File: config.mk
export PLATFORM = sky130hd
export DESIGN_NAME = pglpb_ram
export DESIGN_NICKNAME = d
export VERILOG_FILES = /design/src/hdl/pglpb_ram.sv
export SDC_FILE = /design/constraint.sdc
export NUM_CORES = 1
export LEC_CHECK = 0
export ABC_AREA = 1
export BUFFER_PORTS_ARGS = -buffer_cell sky130_fd_sc_hd__buf_4
export CORE_MARGIN = 4
export CORE_UTILIZATION = 29
export CTS_BUF_LIST = sky130_fd_sc_hd__clkbuf_16
export DETAILED_ROUTE_END_ITERATION = 10
export PLACE_DENSITY_LB_ADDON = 0.08
export SETUP_SLACK_MARGIN = 0.15
export SLEW_MARGIN = 20
export SYNTH_ARGS = -nofsm -noshare
export SYNTH_HDL_FRONTEND = slang
export SYNTH_SLANG_ARGS = --single-unit
File: constraint.sdc
create_clock -name i_clk -period 1 [get_ports i_clk]
set_input_delay 0.15 -clock i_clk [delete_from_list [all_inputs] [get_ports i_clk]]
set_output_delay 0.15 -clock i_clk [all_outputs]
set_load 0.05 [all_outputs]
File: src/hdl/pglpb_ram.sv
// Generic single-port-write, single-port-read RAM with a registered read.
`default_nettype none
module pglpb_ram #(
    parameter int WIDTH = 8,
    parameter int DEPTH = 16
) (
    input  wire logic                     i_clk,
    input  wire logic                     i_we,
    input  wire logic [$clog2(DEPTH)-1:0] i_waddr,
    input  wire logic [WIDTH-1:0]         i_wdata,
    input  wire logic [$clog2(DEPTH)-1:0] i_raddr,
    output logic      [WIDTH-1:0]         o_rdata
);

    logic [WIDTH-1:0] mem [DEPTH];

    always_ff @(posedge i_clk) begin
        if (i_we) begin
            mem[i_waddr] <= i_wdata;
        end
        o_rdata <= mem[i_raddr];
    end

endmodule
`default_nettype wire

==> summary.md, run 1 <==
| Metric | Value |
|---|---|
| Die Footprint | `22200 um2` |
| Status | `finished with violations` |
| CTS tree | `done` |
| Final net count | `621` |
| Failing checks | `setup timing` |
| First-pass GRT wire length | `23700 um` |
| Seq/Total Area, Yosys | `69.4%` |
| Final count of hold timing violations | `0` |
| Skew-Pair Late Insertion Delay | `0.41 ns` |
| Hold_buf cts | `0` |
| R2R cell count | `6` |
| LEAKAGE | `3.19 nW` |
| WP data required | `0.85 ns` |
| Fin Clk Skew | `0.00935 ns` |
| Top delay family on crit path | `flip-flops` |
| Startpoint Class | `register` |
| Largest net degree at the start of global routing | `42` |
| Global-route met3 utilization | `2.95%` |
| CTS H-Tree Depth | `4` |
| Fraction of layout cells with a size suffix above 1 | `30.7%` |
| Worst Setup End Kind | `primary output` |
| FP Rows | `51` |
| Clock slew at reported path FFs | `0.06 ns` |
| Fin crit share | `107%` |
| Total power | `14.5 mW` |
| Total grt overflow | `0` |
| Setup crit start | `o_rdata[0]` |
| Arrival time of the worst setup path | `0.92 ns` |
| Chip Width | `149 um` |
| Vias | `3788` |
| PwrDens | `1900 nW/um2` |
| Crit Path Max Fanout | `1` |
| N_diodes | `0` |
| Cell Count, Final, Fillers Out | `881` |
| R2r setup slk | `0.04 ns` |
| Drt initial violations | `254` |
| Final setup fails | `8` |
| YS warnings | `0` |
| Starting density of the core | `29.5%` |
| IO Port Bufs | `25` |
| Final ANT Viol Nets | `0` |
| Worst VDD drop | `1.18 mV` |
| Initial antenna violation count | `0` |
| FF-to-FF Start | `mem[0][6]` |
| 1st-pass router iterations | `6` |
| Post-synth net total | `569` |
| Crit path depth | `1` |
| Critical Path Max Stage Delay | `0.36 ns` |
| Setup CP Type | `reg -> out` |
| Most common cell after layout, fill and taps aside | `nand2_1` |
| Die height | `149 um` |
| Slowest CP cell | `dfxtp_2` |
| Met2 usage | `23.3%` |
| Final min period | `1.07 ns` |
| Syn Inst Count | `551` |
| Wire length per cell | `17.4 um` |
| Most frequent cells in the layout | `nand2_1, edfxtp_1, inv_1, nand3_2, buf_4` |
| Setup repair bufs after CTS | `0` |
| CTS root buffer | `clkbuf_16` |
| CTS buffer count | `17` |
| Critical-path cell list | `buf_8` |
| Drt via density | `4.30` |
| Slew headroom | `68.3%` |
| HP Class | `in -> reg` |
| RSZ-0062 raised after global routing | `yes` |
| Drc violations | `0` |
| Worst Tran Pin Value | `0.475 ns` |
| Fillers | `1953` |
| Core box area | `19500 um2` |
| I/O pin cnt | `26` |
| M1 GR Usage | `20.3%` |
| Syn Area/Cell | `10.5 um2` |
| Peak Freq | `0.933 GHz` |
| CP endpoint | `o_rdata[0]` |
| Seq cells post-synth | `136` |
| Clock Path Buffers | `2` |
| Total GRT Usage | `14.7%` |
| PnR worst setup slack | `-0.0716 ns` |
| Final number of max-transition violations | `0` |
| GR peak layer | `met2` |
| Final wirelength | `15300 um` |
| GP Congestion | `0.841` |
| DP Wirelength | `10000 um` |
| # clock sinks | `136` |
| Yosys cell types | `12` |
| Max-Cap Viols | `0` |
| RR Endpoint | `o_rdata[6]` |
| Vias in the first global route | `3825` |
| Dpl cells | `849` |
| Final core occ | `39.0%` |
| Mapped Area | `5770 um2` |
| Pre-CTS WS | `-0.315 ns` |
| Layout area overhead | `32.0%` |
| Bufs and invs on worst path | `1` |
-- per-layer routing --
| metal | part of all wire (%) | vias up |
|---|---|---|
| met5 | 0 | - |
| met4 | 1.3 | 0 |
| met3 | 3.2 | 11 |
| met2 | 47 | 58 |
| met1 | 48 | 1842 |
| li1 | - | 1877 |
-- where the power goes --
part | internal (mW) | total [mW] | switching [mW]
logic | 0.436 | 1.25 | 0.818
clock network | 4.39 | 6.78 | 2.39
registers | 6.38 | 6.44 | 0.0603
-- kinds of logic (layout without fill, tap and decap cells) --
| kind of cell | after synthesis | in the layout | share of synthesized area, % |
|---|---|---|---|
| and+or+nand+nor | 289 | 289 | 21.0 |
| DFF | 136 | 136 | 69.4 |
| buffers and inverters | 126 | 191 | 9.52 |
-- repair_timing --
action / 4_1_cts / 5_1_grt
gates resized for setup: 68 / 30
endpoints found under the setup margin: 16 / 16
pin swaps: 28 / 21
endpoints found under the hold margin: 0 / 0
-- cell type report --
| class | instances | area, um2 | area share [%] |
|---|---|---|---|
| Timing Repair Buffer | 57 | 576 | 7.56 |
| Inverter | 102 | 383 | 5.03 |
| Sequential cell | 136 | 4020 | 52.8 |
| Clock buffer | 17 | 425 | 5.59 |
| Clock inverter | 15 | 211 | 2.78 |
| Multi-Input combinational cell | 289 | 1670 | 21.9 |
| Tap cell | 265 | 332 | 4.35 |
-- metrics by stage --
stage	hold slack [ns]	area, um2	setup TNS [ns]
floorplan	0.249	5880	-1.51
detailed placement	0.549	6560	-23.57
CTS	0.101	7480	-0.649
global route	0.110	7610	-0.688
global placement	0.553	6560	-22.97
finish	0.115	7610	-0.415
-- registers in the layout (all words and copies together), names as in the netlist --
signal / flops
o_rdata: 8
mem: 128
-- Yosys cell counts (all sizes together) --
cell	count	area share [%]
inv	102	6.6
nand3	97	8.4
dfxtp	8	2.8
nand2	173	11
edfxtp	128	67
buf	24	2.9
nor2	17	1.1
nand3b	2	0.26
-- how the worst min path moves through the flow --
stage	slack (ns)	startpoint	end	cells after the start
after floorplan	0.25	i_wdata[0]	mem[0][0]	0
after global placement	0.55	i_wdata[4]	mem[3][4]	1
after detailed placement	0.55	i_wdata[4]	mem[3][4]	1
after CTS	0.10	i_wdata[4]	mem[3][4]	1
after global routing	0.11	i_wdata[4]	mem[3][4]	1
final	0.12	i_wdata[1]	mem[7][1]	1
No activity file was read; power rests on OpenSTA's default activity.
==> run 2: changes to the inputs <==
ABC_CLOCK_PERIOD_IN_PS = 1000   (was unset)
MAX_ROUTING_LAYER = met4   (was unset)
==> run 2 against run 1 <==
Clock power barely moved. Non-clock buffer count did not move. Maximum frequency fell by 0.13%. Critical path type unchanged. Combinational power barely moved. The run still ends with setup timing left. Count of clock-buffer cells in the layout did not move. Design area rose by 0.13%.
==> summary.md, run 2 (synthesis results as in run 1) <==
| Metric | Value |
|---|---|
| HP Start | `i_wdata[1] (unchanged)` |
| Drt via density | `4.31 (was 4.30)` |
| Wire length per cell | `17.4 um (about the same)` |
| Combinational share of power | `8.7% (about the same)` |
| Die Footprint | `22200 um2 (unchanged)` |
| Peak Freq | `0.932 GHz (was 0.933 GHz)` |
| Final min period | `1.07 ns (about the same)` |
| Pre-CTS WS | `-0.315 ns (unchanged)` |
| RSZ-0062 raised after global routing | `yes (unchanged)` |
| Vias | `3798 (was 3788)` |
| Final count of hold timing violations | `0 (unchanged)` |
| Critical-path cell list | `buf_8 (unchanged)` |
| Drt initial violations | `253 (was 254)` |
| Sequential share of power | `44.5% (about the same)` |
| Total grt overflow | `0 (unchanged)` |
| Initial antenna violation count | `0 (unchanged)` |
| First-pass GRT wire length | `23800 um (was 23700 um)` |
| Layout area overhead | `32.2% (was 32.0%)` |
| Clock slew at reported path FFs | `0.06 ns (about the same)` |
| Setup CP Type | `reg -> out (unchanged)` |
| CTS H-Tree Depth | `4 (unchanged)` |
| Post-DP Area | `6560 um2 (unchanged)` |
| Final number of max-transition violations | `0 (unchanged)` |
| Clock Path Buffers | `2 (unchanged)` |
| HP Class | `in -> reg (unchanged)` |
| 1st-pass router iterations | `4 (was 6)` |
| Total power | `14.5 mW (about the same)` |
| Switching pwr | `3.27 mW (about the same)` |
| CTS tree | `done (unchanged)` |
| Drc violations | `0 (unchanged)` |
| Largest net degree at the start of global routing | `42 (unchanged)` |
| Critical Path Max Stage Delay | `0.37 ns (was 0.36 ns)` |
| Top sig layer | `met4 (unchanged)` |
| Most common cell after layout, fill and taps aside | `nand2_1 (unchanged)` |
| Skew-Pair Late Insertion Delay | `0.42 ns (was 0.41 ns)` |
| PnR worst setup slack | `-0.0730 ns (was -0.0716 ns)` |
| Vias in the first global route | `3826 (was 3825)` |
| Slowest CP cell | `dfxtp_4 (was dfxtp_2)` |
| Core box area | `19500 um2 (unchanged)` |
| Net Sw Frac | `22.6% (about the same)` |
| R2r setup slk | `0.04 ns (about the same)` |
| Met2 Routed Length | `7320 um (was 7230 um)` |
| Status | `finished with violations (unchanged)` |
| WHS Endpoint | `mem[7][1] (unchanged)` |
| PwrDens | `1900 nW/um2 (about the same)` |
| CTS buffer count | `17 (unchanged)` |
| Fraction of layout cells with a size suffix above 1 | `31.0% (was 30.7%)` |
| Starting density of the core | `29.5% (unchanged)` |
| Design Area, Final | `7620 um2 (was 7610 um2)` |
| LEAKAGE | `3.20 nW (was 3.19 nW)` |
| Crit Path Max Fanout | `1 (unchanged)` |
| Setup repair bufs after CTS | `0 (unchanged)` |
| Total GRT Usage | `15.1% (was 14.7%)` |
| CTS root buffer | `clkbuf_16 (unchanged)` |
| Final wirelength | `15300 um (about the same)` |
| Worst Setup End Kind | `primary output (unchanged)` |
| Max-Cap Viols | `0 (unchanged)` |
| DP Wirelength | `10000 um (unchanged)` |
| WL met3 | `541 um (was 497 um)` |
| Slew headroom | `68.6% (was 68.3%)` |
| Final ANT Viol Nets | `0 (unchanged)` |
| Hold_buf cts | `0 (unchanged)` |
| Chip Width | `149 um (unchanged)` |
| Fin crit share | `107% (about the same)` |
| Fin Clk Skew | `0.0110 ns (was 0.00935 ns)` |
| Final setup fails | `8 (unchanged)` |
| Clock power share | `46.9% (about the same)` |
| IO Port Bufs | `25 (unchanged)` |
| Final core occ | `39.0% (about the same)` |
| Arrival time of the worst setup path | `0.92 ns (about the same)` |
| Worst VDD drop | `1.18 mV (about the same)` |
| Failing checks | `setup timing (unchanged)` |
| Largest registers | `mem x128, o_rdata x8 (unchanged)` |
| Top delay family on crit path | `flip-flops (unchanged)` |
| FF-to-FF Start | `mem[0][6] (unchanged)` |
| Die height | `149 um (unchanged)` |
| Hold depth | `1 (unchanged)` |
| P_int | `11.2 mW (about the same)` |
| Startpoint Class | `register (unchanged)` |
| Max reg flops | `128 (unchanged)` |
| Cell Count, Final, Fillers Out | `881 (unchanged)` |
| N_diodes | `0 (unchanged)` |
| RR Endpoint | `o_rdata[6] (unchanged)` |
| GP Congestion | `0.854 (was 0.841)` |
| Largest register by flop count | `mem (unchanged)` |
| Met1 wire length | `7260 um (was 7380 um)` |
| R2R cell count | `6 (unchanged)` |
| Bufs and invs on worst path | `1 (unchanged)` |
| # clock sinks | `136 (unchanged)` |
| Dpl cells | `849 (unchanged)` |
| I/O pin cnt | `26 (unchanged)` |
| WP data required | `0.85 ns (about the same)` |
| Most frequent cells in the layout | `nand2_1, edfxtp_1, inv_1, nand3_2, buf_4 (unchanged)` |
| Final net count | `621 (unchanged)` |
| FP Rows | `51 (unchanged)` |
| Worst Tran Pin Value | `0.470 ns (was 0.475 ns)` |
-- run 2: cell counts in the layout (fill, tap and decap cells not counted) --
No cell type changed its count.
-- run 2: stage by stage --
step	setup TNS, ns	hold slack [ns]
after floorplan	-1.51	0.249
after global placement	-22.97	0.553
after detailed placement	-23.57	0.549
after CTS	-0.649	0.101
after global routing	-0.687	0.111
final	-0.406	0.114
-- run 2: final cells by class --
class	instances	area, um2
clock inverters	15	211
fillers	1953	11900
inverters	102	383
repair buffers	57	576
well taps	265	332
clock buffers	17	425
multi-input cells	289	1680
flip-flops and latches	136	4020
-- run 2: worst max path at each step --
stage | from | endpoint | slack [ns] | depth (start not counted)
detailed placement | i_raddr[0] | o_rdata[6] | -0.32 | 9
finish | o_rdata[2] | o_rdata[2] | -0.07 | 1
global placement | i_raddr[0] | o_rdata[6] | -0.31 | 9
CTS | o_rdata[0] | o_rdata[0] | -0.11 | 1
global route | o_rdata[0] | o_rdata[0] | -0.10 | 1
floorplan | i_waddr[2] | mem[10][0] | -0.02 | 2
-- run 2: repair_timing --
action	in CTS	in global routing
pin swaps	28	19
gates resized for setup	68	32
endpoints found under the setup margin	16	16
-- run 2: power groups by stage --
| stage | registers (mW) | clock network, mW | logic [mW] |
|---|---|---|---|
| floorplan | 6.65 | 0 | 0.484 |
| global placement | 6.54 | 0 | 1.11 |
| detailed placement | 6.54 | 0 | 1.11 |
| CTS | 6.44 | 6.88 | 1.24 |
| global route | 6.45 | 7.17 | 1.37 |
| finish | 6.44 | 6.79 | 1.25 |
-- run 2: metal layers --
metal	global-route usage [%]	vias to the layer above
li1	-	1877
met4	4.53	0
met1	20.5	1844
met2	23.3	65
met5	-	-
met3	2.92	12
